### src/sv/ffa_pkg.sv
// Shared constants, codes and controller/datapath command types for the allocator.
`timescale 1ns / 1ps
`default_nettype none
package ffa_pkg;

    localparam int FFA_MAX_SEGMENTS   = 64;
    localparam int FFA_HEADER_BYTES   = 24;
    localparam int FFA_POOL_ADDR_BITS = 20;

    localparam int FFA_SIZE_W  = 21;
    localparam int FFA_ADDR_W  = 32;
    localparam int FFA_STAT_W  = 2;
    localparam int FFA_CIDX_W  = 1;
    localparam int FFA_CDATA_W = 32;

    localparam logic FFA_MODE_ALLOC = 1'b0;
    localparam logic FFA_MODE_FREE  = 1'b1;

    localparam logic [FFA_STAT_W-1:0] FFA_ST_OK       = 2'd0;
    localparam logic [FFA_STAT_W-1:0] FFA_ST_NO_FIT   = 2'd1;
    localparam logic [FFA_STAT_W-1:0] FFA_ST_BAD_ADDR = 2'd2;

    localparam logic [FFA_CIDX_W-1:0] FFA_REG_POOL_BASE  = 1'd0;
    localparam logic [FFA_CIDX_W-1:0] FFA_REG_POOL_BYTES = 1'd1;

    localparam logic [2:0] FFA_RD_I   = 3'd0;
    localparam logic [2:0] FFA_RD_IP1 = 3'd1;
    localparam logic [2:0] FFA_RD_IM1 = 3'd2;
    localparam logic [2:0] FFA_RD_JM1 = 3'd3;
    localparam logic [2:0] FFA_RD_JP1 = 3'd4;

    localparam logic [2:0] FFA_WR_NONE  = 3'd0;
    localparam logic [2:0] FFA_WR_J     = 3'd1;
    localparam logic [2:0] FFA_WR_SPLIT = 3'd2;
    localparam logic [2:0] FFA_WR_ALLOC = 3'd3;
    localparam logic [2:0] FFA_WR_FREE  = 3'd4;
    localparam logic [2:0] FFA_WR_PREV  = 3'd5;

    localparam logic [2:0] FFA_J_HOLD = 3'd0;
    localparam logic [2:0] FFA_J_CNT  = 3'd1;
    localparam logic [2:0] FFA_J_IP1  = 3'd2;
    localparam logic [2:0] FFA_J_I    = 3'd3;
    localparam logic [2:0] FFA_J_DEC  = 3'd4;
    localparam logic [2:0] FFA_J_INC  = 3'd5;

    typedef struct packed {
        logic                  load;
        logic                  rd_en;
        logic [2:0]            rd_sel;
        logic [2:0]            wr_sel;
        logic                  cap_cur;
        logic                  cap_nb;
        logic                  merge;
        logic                  i_inc;
        logic [2:0]            j_op;
        logic                  cnt_dec;
        logic                  done;
        logic [FFA_STAT_W-1:0] done_st;
    } ffa_cmd_t;

    typedef struct packed {
        logic mode;
        logic req_zero;
        logic cnt_zero;
        logic hit;
        logic split;
        logic i_last;
        logic i_gt0;
        logic ip1_lt_cnt;
        logic j_gt_ip1;
        logic jp1_lt_cnt;
        logic rd_free;
        logic out_free;
    } ffa_sts_t;

endpackage
`default_nettype wire

### src/sv/ffa_if.sv
// Valid/ready channel interfaces for requests, results and register writes.
`timescale 1ns / 1ps
`default_nettype none
interface ffa_req_if;
    logic                          valid;
    logic                          ready;
    logic                          mode;
    logic [ffa_pkg::FFA_SIZE_W-1:0] req_size;
    logic [ffa_pkg::FFA_ADDR_W-1:0] free_address;
    modport source (output valid, mode, req_size, free_address, input ready);
    modport sink   (input valid, mode, req_size, free_address, output ready);
endinterface

interface ffa_rsp_if;
    logic                          valid;
    logic                          ready;
    logic [ffa_pkg::FFA_ADDR_W-1:0] result_address;
    logic [ffa_pkg::FFA_STAT_W-1:0] status;
    modport source (output valid, result_address, status, input ready);
    modport sink   (input valid, result_address, status, output ready);
endinterface

interface ffa_cfg_if;
    logic                           valid;
    logic                           ready;
    logic [ffa_pkg::FFA_CIDX_W-1:0]  index;
    logic [ffa_pkg::FFA_CDATA_W-1:0] data;
    modport source (output valid, index, data, input ready);
    modport sink   (input valid, index, data, output ready);
endinterface
`default_nettype wire

### src/sv/ffa_ram.sv
// Generic single-write, single-read RAM with registered read data.
`timescale 1ns / 1ps
`default_nettype none
module ffa_ram #(
    parameter int WIDTH = 8,
    parameter int DEPTH = 64
) (
    input  wire logic                     clk,
    input  wire logic                     we,
    input  wire logic [$clog2(DEPTH)-1:0] waddr,
    input  wire logic [WIDTH-1:0]         wdata,
    input  wire logic                     re,
    input  wire logic [$clog2(DEPTH)-1:0] raddr,
    output logic      [WIDTH-1:0]         rdata
);
    logic [WIDTH-1:0] mem [DEPTH];

    always_ff @(posedge clk)
    begin
        if (we)
        begin
            mem[waddr] <= wdata;
        end
        if (re)
        begin
            rdata <= mem[raddr];
        end
    end
endmodule
`default_nettype wire

### src/sv/ffa_datapath.sv
// Segment table, index counters, merge/split arithmetic and result register.
`timescale 1ns / 1ps
`default_nettype none
module ffa_datapath #(
    parameter int MAX_SEGMENTS   = 64,
    parameter int HEADER_BYTES   = 24,
    parameter int POOL_ADDR_BITS = 20
) (
    input  wire logic                              clk,
    input  wire logic                              rst_n,
    input  wire logic                              in_mode,
    input  wire logic [ffa_pkg::FFA_SIZE_W-1:0]    in_req_size,
    input  wire logic [ffa_pkg::FFA_ADDR_W-1:0]    in_free_address,
    input  wire logic                              cfg_we,
    input  wire logic [ffa_pkg::FFA_CIDX_W-1:0]    cfg_index,
    input  wire logic [ffa_pkg::FFA_CDATA_W-1:0]   cfg_data,
    input  wire ffa_pkg::ffa_cmd_t                 cmd,
    output ffa_pkg::ffa_sts_t                      sts,
    output logic                                   out_valid,
    input  wire logic                              out_ready,
    output logic [ffa_pkg::FFA_ADDR_W-1:0]         out_result_address,
    output logic [ffa_pkg::FFA_STAT_W-1:0]         out_status
);
    import ffa_pkg::*;

    localparam int AW = POOL_ADDR_BITS;
    localparam int SW = POOL_ADDR_BITS + 1;
    localparam int CW = ((SW > FFA_SIZE_W) ? SW : FFA_SIZE_W) + 2;
    localparam int IW = $clog2(MAX_SEGMENTS);
    localparam int NW = $clog2(MAX_SEGMENTS + 1);
    localparam int EW = AW + SW + 1;

    logic [FFA_ADDR_W-1:0] base_reg;
    logic [NW-1:0]         cnt_reg, cnt_next;
    logic [NW-1:0]         i_reg, j_reg;
    logic                  mode_reg;
    logic [FFA_SIZE_W-1:0] req_reg;
    logic [FFA_ADDR_W-1:0] off_reg;
    logic [AW-1:0]         cur_start_reg, nb_start_reg;
    logic [SW-1:0]         cur_size_reg, nb_size_reg;
    logic                  res_valid_reg;
    logic [FFA_ADDR_W-1:0] res_addr_reg;
    logic [FFA_STAT_W-1:0] res_st_reg;

    logic [EW-1:0] rdata, wdata;
    logic          we;
    logic [NW-1:0] rd_full, wr_full;
    logic [AW-1:0] r_start;
    logic [SW-1:0] r_size;
    logic          r_used;
    logic          split;
    logic [CW-1:0] hdr, bytes_x, bytes_sat, lim;
    logic          init_we;

    assign hdr     = CW'(HEADER_BYTES);
    assign r_start = rdata[EW-1 -: AW];
    assign r_size  = rdata[SW:1];
    assign r_used  = rdata[0];

    assign split = (CW'(cur_size_reg) > CW'(req_reg) + hdr) && (cnt_reg < NW'(MAX_SEGMENTS));

    // pool re-initialization from a pool_bytes write
    assign lim       = CW'(1) << AW;
    assign bytes_x   = CW'(cfg_data[FFA_SIZE_W-1:0]);
    assign bytes_sat = (bytes_x > lim) ? lim : bytes_x;
    assign init_we   = cfg_we && (cfg_index == FFA_REG_POOL_BYTES);

    always_comb
    begin
        case (cmd.rd_sel)
            FFA_RD_I:   rd_full = i_reg;
            FFA_RD_IP1: rd_full = i_reg + NW'(1);
            FFA_RD_IM1: rd_full = i_reg - NW'(1);
            FFA_RD_JM1: rd_full = j_reg - NW'(1);
            FFA_RD_JP1: rd_full = j_reg + NW'(1);
            default:    rd_full = i_reg;
        endcase
    end

    always_comb
    begin
        we      = 1'b1;
        wr_full = i_reg;
        wdata   = {cur_start_reg, cur_size_reg, 1'b0};
        if (init_we)
        begin
            we      = (bytes_sat > hdr);
            wr_full = '0;
            wdata   = {AW'(0), SW'(bytes_sat - hdr), 1'b0};
        end
        else
        begin
            case (cmd.wr_sel)
                FFA_WR_J:
                begin
                    wr_full = j_reg;
                    wdata   = rdata;
                end
                FFA_WR_SPLIT:
                begin
                    wr_full = i_reg + NW'(1);
                    wdata   = {AW'(CW'(cur_start_reg) + hdr + CW'(req_reg)),
                               SW'(CW'(cur_size_reg) - CW'(req_reg) - hdr), 1'b0};
                end
                FFA_WR_ALLOC:
                begin
                    wdata = {cur_start_reg, split ? SW'(req_reg) : cur_size_reg, 1'b1};
                end
                FFA_WR_FREE:
                begin
                    wdata = {cur_start_reg, cur_size_reg, 1'b0};
                end
                FFA_WR_PREV:
                begin
                    wr_full = i_reg - NW'(1);
                    wdata   = {nb_start_reg,
                               SW'(CW'(nb_size_reg) + hdr + CW'(cur_size_reg)), 1'b0};
                end
                default:
                begin
                    we = 1'b0;
                end
            endcase
        end
    end

    ffa_ram #(
        .WIDTH (EW),
        .DEPTH (MAX_SEGMENTS)
    ) u_table (
        .clk   (clk),
        .we    (we),
        .waddr (wr_full[IW-1:0]),
        .wdata (wdata),
        .re    (cmd.rd_en),
        .raddr (rd_full[IW-1:0]),
        .rdata (rdata)
    );

    always_comb
    begin
        cnt_next = cnt_reg;
        if (init_we)
        begin
            cnt_next = (bytes_sat > hdr) ? NW'(1) : NW'(0);
        end
        else if (cmd.wr_sel == FFA_WR_ALLOC && split)
        begin
            cnt_next = cnt_reg + NW'(1);
        end
        else if (cmd.cnt_dec)
        begin
            cnt_next = cnt_reg - NW'(1);
        end
    end

    always_ff @(posedge clk or negedge rst_n)
    begin
        if (!rst_n)
        begin
            base_reg      <= '0;
            cnt_reg       <= '0;
            i_reg         <= '0;
            j_reg         <= '0;
            res_valid_reg <= 1'b0;
        end
        else
        begin
            cnt_reg <= cnt_next;
            if (cfg_we && cfg_index == FFA_REG_POOL_BASE)
            begin
                base_reg <= cfg_data;
            end
            if (cmd.load)
            begin
                i_reg <= '0;
            end
            else if (cmd.i_inc)
            begin
                i_reg <= i_reg + NW'(1);
            end
            case (cmd.j_op)
                FFA_J_CNT: j_reg <= cnt_reg;
                FFA_J_IP1: j_reg <= i_reg + NW'(1);
                FFA_J_I:   j_reg <= i_reg;
                FFA_J_DEC: j_reg <= j_reg - NW'(1);
                FFA_J_INC: j_reg <= j_reg + NW'(1);
                default:   j_reg <= j_reg;
            endcase
            if (cmd.done)
            begin
                res_valid_reg <= 1'b1;
            end
            else if (out_ready)
            begin
                res_valid_reg <= 1'b0;
            end
        end
    end

    always_ff @(posedge clk)
    begin
        if (cmd.load)
        begin
            mode_reg <= in_mode;
            req_reg  <= in_req_size;
            off_reg  <= in_free_address - base_reg;
        end
        if (cmd.cap_cur)
        begin
            cur_start_reg <= r_start;
            cur_size_reg  <= r_size;
        end
        else if (cmd.merge)
        begin
            cur_size_reg <= SW'(CW'(cur_size_reg) + hdr + CW'(r_size));
        end
        if (cmd.cap_nb)
        begin
            nb_start_reg <= r_start;
            nb_size_reg  <= r_size;
        end
        if (cmd.done)
        begin
            res_st_reg   <= cmd.done_st;
            res_addr_reg <= (cmd.done_st == FFA_ST_OK && mode_reg == FFA_MODE_ALLOC)
                ? base_reg + FFA_ADDR_W'(cur_start_reg) + FFA_ADDR_W'(HEADER_BYTES)
                : '0;
        end
    end

    always_comb
    begin
        sts.mode       = mode_reg;
        sts.req_zero   = (req_reg == '0);
        sts.cnt_zero   = (cnt_reg == '0);
        if (mode_reg == FFA_MODE_ALLOC)
        begin
            sts.hit = !r_used && (CW'(r_size) >= CW'(req_reg));
        end
        else
        begin
            sts.hit = r_used && ((33'(r_start) + 33'(HEADER_BYTES)) == {1'b0, off_reg});
        end
        sts.split      = split;
        sts.i_last     = (i_reg + NW'(1)) >= cnt_reg;
        sts.i_gt0      = (i_reg != '0);
        sts.ip1_lt_cnt = (i_reg + NW'(1)) < cnt_reg;
        sts.j_gt_ip1   = j_reg > (i_reg + NW'(1));
        sts.jp1_lt_cnt = (j_reg + NW'(1)) < cnt_reg;
        sts.rd_free    = !r_used;
        sts.out_free   = !res_valid_reg || out_ready;
    end

    assign out_valid          = res_valid_reg;
    assign out_result_address = res_addr_reg;
    assign out_status         = res_st_reg;
endmodule
`default_nettype wire

### src/sv/ffa_ctrl.sv
// Sequencer for scan, split-insert and free-merge of the segment table.
`timescale 1ns / 1ps
`default_nettype none
module ffa_ctrl (
    input  wire logic              clk,
    input  wire logic              rst_n,
    input  wire logic              in_valid,
    output logic                   in_ready,
    input  wire ffa_pkg::ffa_sts_t sts,
    output ffa_pkg::ffa_cmd_t      cmd
);
    import ffa_pkg::*;

    localparam logic [4:0] S_IDLE  = 5'd0;
    localparam logic [4:0] S_CHK   = 5'd1;
    localparam logic [4:0] S_SCAN  = 5'd2;
    localparam logic [4:0] S_A_DEC = 5'd3;
    localparam logic [4:0] S_A_SH  = 5'd4;
    localparam logic [4:0] S_A_SHW = 5'd5;
    localparam logic [4:0] S_A_SPL = 5'd6;
    localparam logic [4:0] S_A_USE = 5'd7;
    localparam logic [4:0] S_F_NXT = 5'd8;
    localparam logic [4:0] S_F_NCK = 5'd9;
    localparam logic [4:0] S_F_WRM = 5'd10;
    localparam logic [4:0] S_F_DR  = 5'd11;
    localparam logic [4:0] S_F_DRW = 5'd12;
    localparam logic [4:0] S_F_WRI = 5'd13;
    localparam logic [4:0] S_F_PRV = 5'd14;
    localparam logic [4:0] S_F_PCK = 5'd15;
    localparam logic [4:0] S_F_PWR = 5'd16;
    localparam logic [4:0] S_P_DR  = 5'd17;
    localparam logic [4:0] S_P_DRW = 5'd18;
    localparam logic [4:0] S_FIN   = 5'd19;

    logic [4:0]            state_reg, state_next;
    logic [FFA_STAT_W-1:0] fin_st_reg, fin_st_next;
    logic [FFA_STAT_W-1:0] miss_st;

    assign in_ready = (state_reg == S_IDLE);
    assign miss_st  = (sts.mode == FFA_MODE_ALLOC) ? FFA_ST_NO_FIT : FFA_ST_BAD_ADDR;

    always_comb
    begin
        state_next  = state_reg;
        fin_st_next = fin_st_reg;
        cmd         = '0;
        cmd.rd_sel  = FFA_RD_I;
        cmd.wr_sel  = FFA_WR_NONE;
        cmd.j_op    = FFA_J_HOLD;
        cmd.done_st = FFA_ST_OK;
        case (state_reg)
            S_IDLE:
            begin
                if (in_valid)
                begin
                    cmd.load   = 1'b1;
                    state_next = S_CHK;
                end
            end
            S_CHK:
            begin
                if (sts.cnt_zero || (sts.mode == FFA_MODE_ALLOC && sts.req_zero))
                begin
                    fin_st_next = miss_st;
                    state_next  = S_FIN;
                end
                else
                begin
                    cmd.rd_en  = 1'b1;
                    cmd.rd_sel = FFA_RD_I;
                    state_next = S_SCAN;
                end
            end
            S_SCAN:
            begin
                if (sts.hit)
                begin
                    cmd.cap_cur = 1'b1;
                    state_next  = (sts.mode == FFA_MODE_ALLOC) ? S_A_DEC : S_F_NXT;
                end
                else if (sts.i_last)
                begin
                    fin_st_next = miss_st;
                    state_next  = S_FIN;
                end
                else
                begin
                    // read the next entry while advancing the index
                    cmd.rd_en  = 1'b1;
                    cmd.rd_sel = FFA_RD_IP1;
                    cmd.i_inc  = 1'b1;
                end
            end
            S_A_DEC:
            begin
                if (sts.split)
                begin
                    cmd.j_op   = FFA_J_CNT;
                    state_next = S_A_SH;
                end
                else
                begin
                    cmd.wr_sel  = FFA_WR_ALLOC;
                    fin_st_next = FFA_ST_OK;
                    state_next  = S_FIN;
                end
            end
            S_A_SH:
            begin
                if (sts.j_gt_ip1)
                begin
                    cmd.rd_en  = 1'b1;
                    cmd.rd_sel = FFA_RD_JM1;
                    state_next = S_A_SHW;
                end
                else
                begin
                    state_next = S_A_SPL;
                end
            end
            S_A_SHW:
            begin
                cmd.wr_sel = FFA_WR_J;
                cmd.j_op   = FFA_J_DEC;
                state_next = S_A_SH;
            end
            S_A_SPL:
            begin
                cmd.wr_sel = FFA_WR_SPLIT;
                state_next = S_A_USE;
            end
            S_A_USE:
            begin
                cmd.wr_sel  = FFA_WR_ALLOC;
                fin_st_next = FFA_ST_OK;
                state_next  = S_FIN;
            end
            S_F_NXT:
            begin
                if (sts.ip1_lt_cnt)
                begin
                    cmd.rd_en  = 1'b1;
                    cmd.rd_sel = FFA_RD_IP1;
                    state_next = S_F_NCK;
                end
                else
                begin
                    state_next = S_F_WRI;
                end
            end
            S_F_NCK:
            begin
                if (sts.rd_free)
                begin
                    cmd.merge  = 1'b1;
                    cmd.j_op   = FFA_J_IP1;
                    state_next = S_F_WRM;
                end
                else
                begin
                    state_next = S_F_WRI;
                end
            end
            S_F_WRM:
            begin
                cmd.wr_sel = FFA_WR_FREE;
                state_next = S_F_DR;
            end
            S_F_DR:
            begin
                if (sts.jp1_lt_cnt)
                begin
                    cmd.rd_en  = 1'b1;
                    cmd.rd_sel = FFA_RD_JP1;
                    state_next = S_F_DRW;
                end
                else
                begin
                    cmd.cnt_dec = 1'b1;
                    state_next  = S_F_PRV;
                end
            end
            S_F_DRW:
            begin
                cmd.wr_sel = FFA_WR_J;
                cmd.j_op   = FFA_J_INC;
                state_next = S_F_DR;
            end
            S_F_WRI:
            begin
                cmd.wr_sel = FFA_WR_FREE;
                state_next = S_F_PRV;
            end
            S_F_PRV:
            begin
                if (sts.i_gt0)
                begin
                    cmd.rd_en  = 1'b1;
                    cmd.rd_sel = FFA_RD_IM1;
                    state_next = S_F_PCK;
                end
                else
                begin
                    fin_st_next = FFA_ST_OK;
                    state_next  = S_FIN;
                end
            end
            S_F_PCK:
            begin
                if (sts.rd_free)
                begin
                    cmd.cap_nb = 1'b1;
                    state_next = S_F_PWR;
                end
                else
                begin
                    fin_st_next = FFA_ST_OK;
                    state_next  = S_FIN;
                end
            end
            S_F_PWR:
            begin
                cmd.wr_sel = FFA_WR_PREV;
                cmd.j_op   = FFA_J_I;
                state_next = S_P_DR;
            end
            S_P_DR:
            begin
                if (sts.jp1_lt_cnt)
                begin
                    cmd.rd_en  = 1'b1;
                    cmd.rd_sel = FFA_RD_JP1;
                    state_next = S_P_DRW;
                end
                else
                begin
                    cmd.cnt_dec = 1'b1;
                    fin_st_next = FFA_ST_OK;
                    state_next  = S_FIN;
                end
            end
            S_P_DRW:
            begin
                cmd.wr_sel = FFA_WR_J;
                cmd.j_op   = FFA_J_INC;
                state_next = S_P_DR;
            end
            S_FIN:
            begin
                // hold until the result register can take the transfer
                if (sts.out_free)
                begin
                    cmd.done    = 1'b1;
                    cmd.done_st = fin_st_reg;
                    state_next  = S_IDLE;
                end
            end
            default:
            begin
                state_next = S_IDLE;
            end
        endcase
    end

    always_ff @(posedge clk or negedge rst_n)
    begin
        if (!rst_n)
        begin
            state_reg  <= S_IDLE;
            fin_st_reg <= FFA_ST_OK;
        end
        else
        begin
            state_reg  <= state_next;
            fin_st_reg <= fin_st_next;
        end
    end
endmodule
`default_nettype wire

### src/sv/first_fit_block_allocator.sv
// Top level of the first-fit segment allocator with free-neighbor coalescing.
//
//  channel | dir | transfer when      | payload
//  req     | in  | valid && ready     | mode, req_size, free_address
//  rsp     | out | valid && ready     | result_address, status
//  cfg     | in  | valid && ready     | index (0 pool_base, 1 pool_bytes), data
//
// One request at a time: the scan reads one entry per cycle, and a split or a merge
// shifts each later entry with a read and then a write. Reset empties the table
// (no pool); cfg is always ready and a pool_bytes write rebuilds the pool. A held
// result does not stop the next request from being taken; only its completion
// waits for the result register.
`timescale 1ns / 1ps
`default_nettype none
module first_fit_block_allocator #(
    parameter int MAX_SEGMENTS   = ffa_pkg::FFA_MAX_SEGMENTS,
    parameter int HEADER_BYTES   = ffa_pkg::FFA_HEADER_BYTES,
    parameter int POOL_ADDR_BITS = ffa_pkg::FFA_POOL_ADDR_BITS
) (
    input wire logic clk,
    input wire logic rst_n,
    ffa_req_if.sink  req,
    ffa_rsp_if.source rsp,
    ffa_cfg_if.sink  cfg
);
    import ffa_pkg::*;

    ffa_cmd_t cmd;
    ffa_sts_t sts;
    logic     cfg_we;

    assign cfg.ready = 1'b1;
    assign cfg_we    = cfg.valid;

    ffa_ctrl u_ctrl (
        .clk      (clk),
        .rst_n    (rst_n),
        .in_valid (req.valid),
        .in_ready (req.ready),
        .sts      (sts),
        .cmd      (cmd)
    );

    ffa_datapath #(
        .MAX_SEGMENTS   (MAX_SEGMENTS),
        .HEADER_BYTES   (HEADER_BYTES),
        .POOL_ADDR_BITS (POOL_ADDR_BITS)
    ) u_dp (
        .clk                (clk),
        .rst_n              (rst_n),
        .in_mode            (req.mode),
        .in_req_size        (req.req_size),
        .in_free_address    (req.free_address),
        .cfg_we             (cfg_we),
        .cfg_index          (cfg.index),
        .cfg_data           (cfg.data),
        .cmd                (cmd),
        .sts                (sts),
        .out_valid          (rsp.valid),
        .out_ready          (rsp.ready),
        .out_result_address (rsp.result_address),
        .out_status         (rsp.status)
    );
endmodule
`default_nettype wire

### src/flat_wrapper.sv
// flat-port wrapper written by rule: the top's interface ports become plain ports
module first_fit_block_allocator_flat import ffa_pkg::*;
#(
    parameter int MAX_SEGMENTS   = ffa_pkg::FFA_MAX_SEGMENTS,
    parameter int HEADER_BYTES   = ffa_pkg::FFA_HEADER_BYTES,
    parameter int POOL_ADDR_BITS = ffa_pkg::FFA_POOL_ADDR_BITS
)
  (clk, rst_n, req_valid, req_mode, req_req_size, req_free_address, req_ready, rsp_valid, rsp_result_address, rsp_status, rsp_ready, cfg_valid, cfg_index, cfg_data, cfg_ready);
  ffa_req_if req_i ();
  ffa_rsp_if rsp_i ();
  ffa_cfg_if cfg_i ();
  input wire logic clk;
  input wire logic rst_n;
  input wire logic [$bits(req_i.valid)-1:0] req_valid;
  input wire logic [$bits(req_i.mode)-1:0] req_mode;
  input wire logic [$bits(req_i.req_size)-1:0] req_req_size;
  input wire logic [$bits(req_i.free_address)-1:0] req_free_address;
  output wire logic [$bits(req_i.ready)-1:0] req_ready;
  output wire logic [$bits(rsp_i.valid)-1:0] rsp_valid;
  output wire logic [$bits(rsp_i.result_address)-1:0] rsp_result_address;
  output wire logic [$bits(rsp_i.status)-1:0] rsp_status;
  input wire logic [$bits(rsp_i.ready)-1:0] rsp_ready;
  input wire logic [$bits(cfg_i.valid)-1:0] cfg_valid;
  input wire logic [$bits(cfg_i.index)-1:0] cfg_index;
  input wire logic [$bits(cfg_i.data)-1:0] cfg_data;
  output wire logic [$bits(cfg_i.ready)-1:0] cfg_ready;
  assign req_i.valid = req_valid;
  assign req_i.mode = req_mode;
  assign req_i.req_size = req_req_size;
  assign req_i.free_address = req_free_address;
  assign req_ready = req_i.ready;
  assign rsp_valid = rsp_i.valid;
  assign rsp_result_address = rsp_i.result_address;
  assign rsp_status = rsp_i.status;
  assign rsp_i.ready = rsp_ready;
  assign cfg_i.valid = cfg_valid;
  assign cfg_i.index = cfg_index;
  assign cfg_i.data = cfg_data;
  assign cfg_ready = cfg_i.ready;
  first_fit_block_allocator #(.MAX_SEGMENTS(MAX_SEGMENTS), .HEADER_BYTES(HEADER_BYTES), .POOL_ADDR_BITS(POOL_ADDR_BITS)) u_core (.clk(clk), .rst_n(rst_n), .req(req_i), .rsp(rsp_i), .cfg(cfg_i));
endmodule
### config.mk
export PLATFORM = sky130hd
export DESIGN_NAME = first_fit_block_allocator_flat
export DESIGN_NICKNAME = d
export VERILOG_FILES = /design/src/sv/ffa_pkg.sv /design/src/sv/ffa_if.sv /design/src/sv/ffa_ram.sv /design/src/sv/ffa_datapath.sv /design/src/sv/ffa_ctrl.sv /design/src/sv/first_fit_block_allocator.sv /design/src/flat_wrapper.sv
export SDC_FILE = /design/constraint.sdc
export NUM_CORES = 2
export LEC_CHECK = 0
export CAP_MARGIN = 20
export CORE_ASPECT_RATIO = 1.4
export CORE_MARGIN = 2
export CORE_UTILIZATION = 25
export DETAILED_ROUTE_END_ITERATION = 12
export DONT_BUFFER_PORTS = 1
export SYNTH_ARGS = -nofsm -noshare
export SYNTH_HDL_FRONTEND = slang
export SYNTH_HIERARCHICAL = 1
export SYNTH_SLANG_ARGS = --single-unit
### constraint.sdc
create_clock -name clk -period 12.76 [get_ports clk]
set_input_delay 3.19 -clock clk [delete_from_list [all_inputs] [get_ports clk]]
set_output_delay 3.19 -clock clk [all_outputs]
set_load 0.05 [all_outputs]
[Word-level counts from Yosys, hierarchy flattened]
Memory sizes are Yosys's and may differ from the RTL's. A register that Yosys moved wholly into a read port is not among the register bits.
Cells that the tools add are included.
Cells by class
  mux-type cells: 74
  equal/unequal tests: 44
  reductions and logical operators: 32
  magnitude comparators: 9
  add/sub/neg operators: 20
  bitwise operators: 2
Operators by type and width (count)
  $pmux W42 S4: 1
  $pmux W5 S18: 1
  $mux W21: 4
  $add A21 B21 Y21: 2
  $add A21 B5 Y21 const B: 2
  $mux W42: 1
  $eq A5 B4 Y1 const B: 8
  $mux W5: 7
  $mux W7: 5
  $pmux W7 S5: 1
  $add A32 B20 Y32: 1
  $add A32 B5 Y32 const B: 1
  $eq A21 B32 Y1: 1
  $mux W4: 8
  $sub A32 B32 Y32: 1
  $mux W2: 13
  $pmux W4 S6: 1
  $pmux W6 S4: 1
  $gt A21 B23 Y1: 1
  $add A21 B5 Y22 const B: 1
  $mux W1: 22
  $add A20 B5 Y21 const B: 1
  $add A7 B1 Y7 const B: 3
  $ge A21 B21 Y1: 1
  46 further kinds: 93
Word-level totals
  logic and storage cells: 198
  memory bits (writable): 2688
  register bits after elaboration: 231
  memories: 1
Memories
  u_core.u_dp.u_table.mem: depth 64, width 42, read ports 1, clocked after Yosys merged registers in 1, wr ports 1, line ffa_ram.sv:16  | logic [WIDTH-1:0] mem [DEPTH];

[Longest topological paths before layout]
  word-level depth: 11
  mapped depth: 34

[By module]
The synthesis kept the hierarchy.
Modules (own cells, without submodules)
  ffa_ram: area an instance 103768.3 µm², times used 1, cells each 4352
  ffa_datapath: area an instance 21244.1 µm², times used 1, cells each 2416
  ffa_ctrl: area an instance 985.9 µm², times used 1, cells each 142
  first_fit_block_allocator: area an instance 11.3 µm², times used 1, cells each 2

[Worst setup path before layout]
No wires, ideal clock.
  path type: flip-flop to flip-flop
  start point: register u_core.u_dp.req_reg[7]
  end point: memory u_core/u_dp/u_table/mem[49][0] in the netlist's numbering (enable)
  setup slack: 4.158 ns
  required time: 12.267 ns
  stages on the path, launching flop included: 27
  library setup time: 0.493 ns
  data arrival time: 8.109 ns
  path through: edfxtp_1 > inv_1 > or4_1 > xnor2_1 > ha_1 > and3_1 > a221o_1 > a221o_1 > nor3_2 > nor3_4 > buf_2 > buf_4 > inv_1 > a21oi_1 > nor3_1 > clkbuf_1 > nand2b_1 > clkbuf_1 > nor2_1 > clkbuf_1 > nor2_1 > o221ai_1 > a21oi_1 > clkbuf_1 > nor2b_1 > nand4_1 > nor3_1
RTL lines
  from (decl): line ffa_datapath.sv:37  | logic [FFA_SIZE_W-1:0] req_reg;
  from (signal assigned): line ffa_datapath.sv:206  | req_reg <= in_req_size;
  to (decl): line ffa_ram.sv:16

==> metrics.yaml <==
status: "finished, final reports clean"
dp_cells: 13430
min_path_cells: 1
synthCells: 6912
synth_mux_area_share_pct: 14.18
rr_startpoint: "u_core/u_dp/u_table/rdata[25]"
die-area_um2: 509800
grt_use_total_pct: 13.59
path_max_fanout: 120
hp-class: "reg -> reg"
worst_r2r_path_depth: 23
clkTransAtPathRegs_ns: 0.06
critPathLaunchType: "flip-flop"
synth_xor_area_share_pct: 1.369
setup_violations: 0
max_cap_viol_count: 0
port_buffers: 0
cts.sinks: 2961
grt_pass1_wl_um: 508800
cp.arrival_ns: 10.31
syn_nets: 7310
period_minus_slack_ns: 9.847
crit_chain: "inv_1, ha_1, nor2_1, nand2_1, or4_1, a21o_1, a31oi_1, o21ai_0, nor3_2, a311o_1, nor2_1, a21oi_1, o32ai_1, a311oi_1, a21oi_1, a21oi_4, buf_12, buf_4, mux4_2, mux2i_1, a211oi_1, a221oi_1, a21oi_1"
ios: 129
fillers: 49020
reg2reg_to: "u_core/u_dp/u_table/rdata[6]"
htreeDepth: 5
design.core.area_um2: 502100
dr_total_vias: 68230
fin_cells: 13960
path_class: "reg -> reg"
setup.worst_path.end_class: "flip-flop"
place_congestion: 0.8809
syn2layout_area_growth_pct: 14.90
synth-seq-cells: 2961
final.period_utilization_pct: 77.17
drc: 0
synth_compound_area_share_pct: 5.455
synth_fa_ha_area_share_pct: 3.086
first_pass_iters: 5
via_per_inst: 4.887
clock_path_buffers: 4
avgSynthCellArea_um2: 18.23
synthTopCellsByArea: "edfxtp_1 (69%), mux4_2 (12%), ha_1 (3.0%)"
regMostFlops: "u_core/u_dp/u_table/mem"
post_cts_resized: 0
ys_seq_area_share_pct: 70.32
ys_async_sr_fraction_pct: 2.060
crit_required_ns: 13.23
final_antenna_net_count: 0
min_to: "u_core/u_ctrl/fin_st_reg[0]"
synth_top_area_cell: "edfxtp_1"
powerDensity_nw_per_um2: 283.7
clk-insertion-delay-late_ns: 0.88
max_stage_delay_ns: 1.16
grt_pass1_vias: 69210
overflow: 0
worst_slack_ns: 2.913
fp.dieH_um: 844.0
dp_hpwl_um: 223100
avgRoutedWirePerCell_um: 25.66
synth_area_um2: 126000
nNetsFinal: 7464
cts_setup_buffers: 0
top_regs: "u_core/u_dp/u_table/mem (2688), u_core/u_dp/u_table/rdata (42)"
antenna_found_initial: 23
largest_reg_flops: 2688
final_cell_mix: "edfxtp_1 (2,900), mux4_2 (685), clkbuf_16 (302)"
cts_tree: "built"
die_width_um: 604.0
reg2reg_slack_ns: 2.91
initial_core_util_pct: 25.09
drt_iter0_markers: 7137
slew_violations: 0
whs_ns: 0.5315
grt_start_max_net_pins: 121
ys.flop_type: "edfxtp_1"
hold_violations: 0
synthDominantCellAreaShare_pct: 69.11
place_ws_ns: 3.252
relSlewSlack_pct: 4.375
synth_top_family_by_area: "multiplexers"
finClkSkew_ns: 0.05769
leakagePower_uw: 0.04530
min_from: "u_core/u_ctrl/fin_st_reg[0]"
cp-startpoint: "u_core/u_dp/u_table/rdata[25]"
final_common_cell: "edfxtp_1"
yosys.cell_types.count: 97
cts_buffers: 297
utilization_pct: 28.83
max-vdd-ir-drop_mv: 0.4424
max_clock_freq_ghz: 0.1016
routed_wl_um: 358300
rows: 308
slowest_stage: "a21oi_1"
synth_simple_gate_area_share_pct: 3.635
finalSetupTns_ns: 0
synth_edf_count: 2900
cts_hold_buf: 0
drive_gt1_share_pct: 20.86
worst_pin_slew_ns: 1.434
yosysWarnings: 6
root_buffer: "clkbuf_16"
critPathMostFrequentCell: "a21oi_1"
rsz0062_at_grt: "false"
==> worst max path at each step <==
stage               slack [ns]                        endpoint
floorplan                 4.16  u_core/u_dp/u_table/mem[49][0]
global placement          3.34  u_core/u_dp/u_table/mem[3][14]
detailed placement        3.25    u_core/u_dp/u_table/rdata[6]
CTS                       3.19    u_core/u_dp/u_table/rdata[6]
global route              2.74    u_core/u_dp/u_table/rdata[6]
finish                    2.91    u_core/u_dp/u_table/rdata[6]
==> metal layers <==
layer  up-vias  global-route usage (%)  part of all wire, %
met4        16                   4.327                  3.3
met2      2794                   24.63                   52
met1     36360                   16.46                   38
li1      28470                       -                    -
met5         -                       0                0.028
met3       587                   2.014                  6.5
==> cells by family after synthesis <==
family          count (synthesis)
flops                        2961
compound gates               1030
simple gates                  947
mux                           922
buf+inv                       548
fa+ha+maj                     306
xor+xnor                      197
other cells                     1
==> layout make-up <==
class	instances	area (µm²)	area share [%]
multi-input combinational	3403	35980	24.85
antenna	5	12.51	0.008642
inverter	206	780.7	0.5392
clock buffer	360	7795	5.384
clock inverter	165	1632	1.127
tap	6665	8339	5.760
timing repair buffer	197	1642	1.134
sequential	2961	88610	61.20
==> critical path, delay by kind of cell, from the launching register on <==
| kind | cells | cell delay (ns) |
|---|---|---|
| buf+inv | 3 | 1.39 |
| simple gates | 5 | 2.04 |
| compound gates | 12 | 4.28 |
| flops | 1 | 0.75 |
| mux | 2 | 0.43 |
| fa+ha+maj | 1 | 0.34 |
==> Yosys cell counts, types with 49 or more instances <==
| cell | n |
|---|---|
| nand2_1 | 214 |
| o22ai_1 | 55 |
| buf_2 | 71 |
| nor3_1 | 71 |
| nor2_1 | 312 |
| nand3_1 | 63 |
| mux2i_1 | 187 |
| a211oi_1 | 49 |
| a22oi_1 | 91 |
| buf_4 | 54 |
| edfxtp_1 | 2900 |
| a21oi_1 | 245 |
| ha_1 | 298 |
| mux2_2 | 50 |
| clkbuf_1 | 176 |
| nor2b_1 | 54 |
| o21ai_0 | 199 |
| inv_1 | 202 |
| mux4_2 | 685 |
| xor2_1 | 68 |
| dfrtp_1 | 61 |
| xnor2_1 | 129 |
| a21o_1 | 60 |
==> where the power goes <==
part / switching (µW) / total (µW) / internal [µW]
combinational: 11000 / 17800 / 6820
sequential: 724 / 14600 / 13900
clock: 3740 / 8650 / 4910
==> stage by stage <==
step	total power (µW)	area (µm²)
after CTS	41370	144700
after floorplan	26390	126000
after global routing	42740	144800
final	41080	144800
after detailed placement	32730	135300
after global placement	32410	135300
Note: power is estimated with default switching activity, not from simulation.
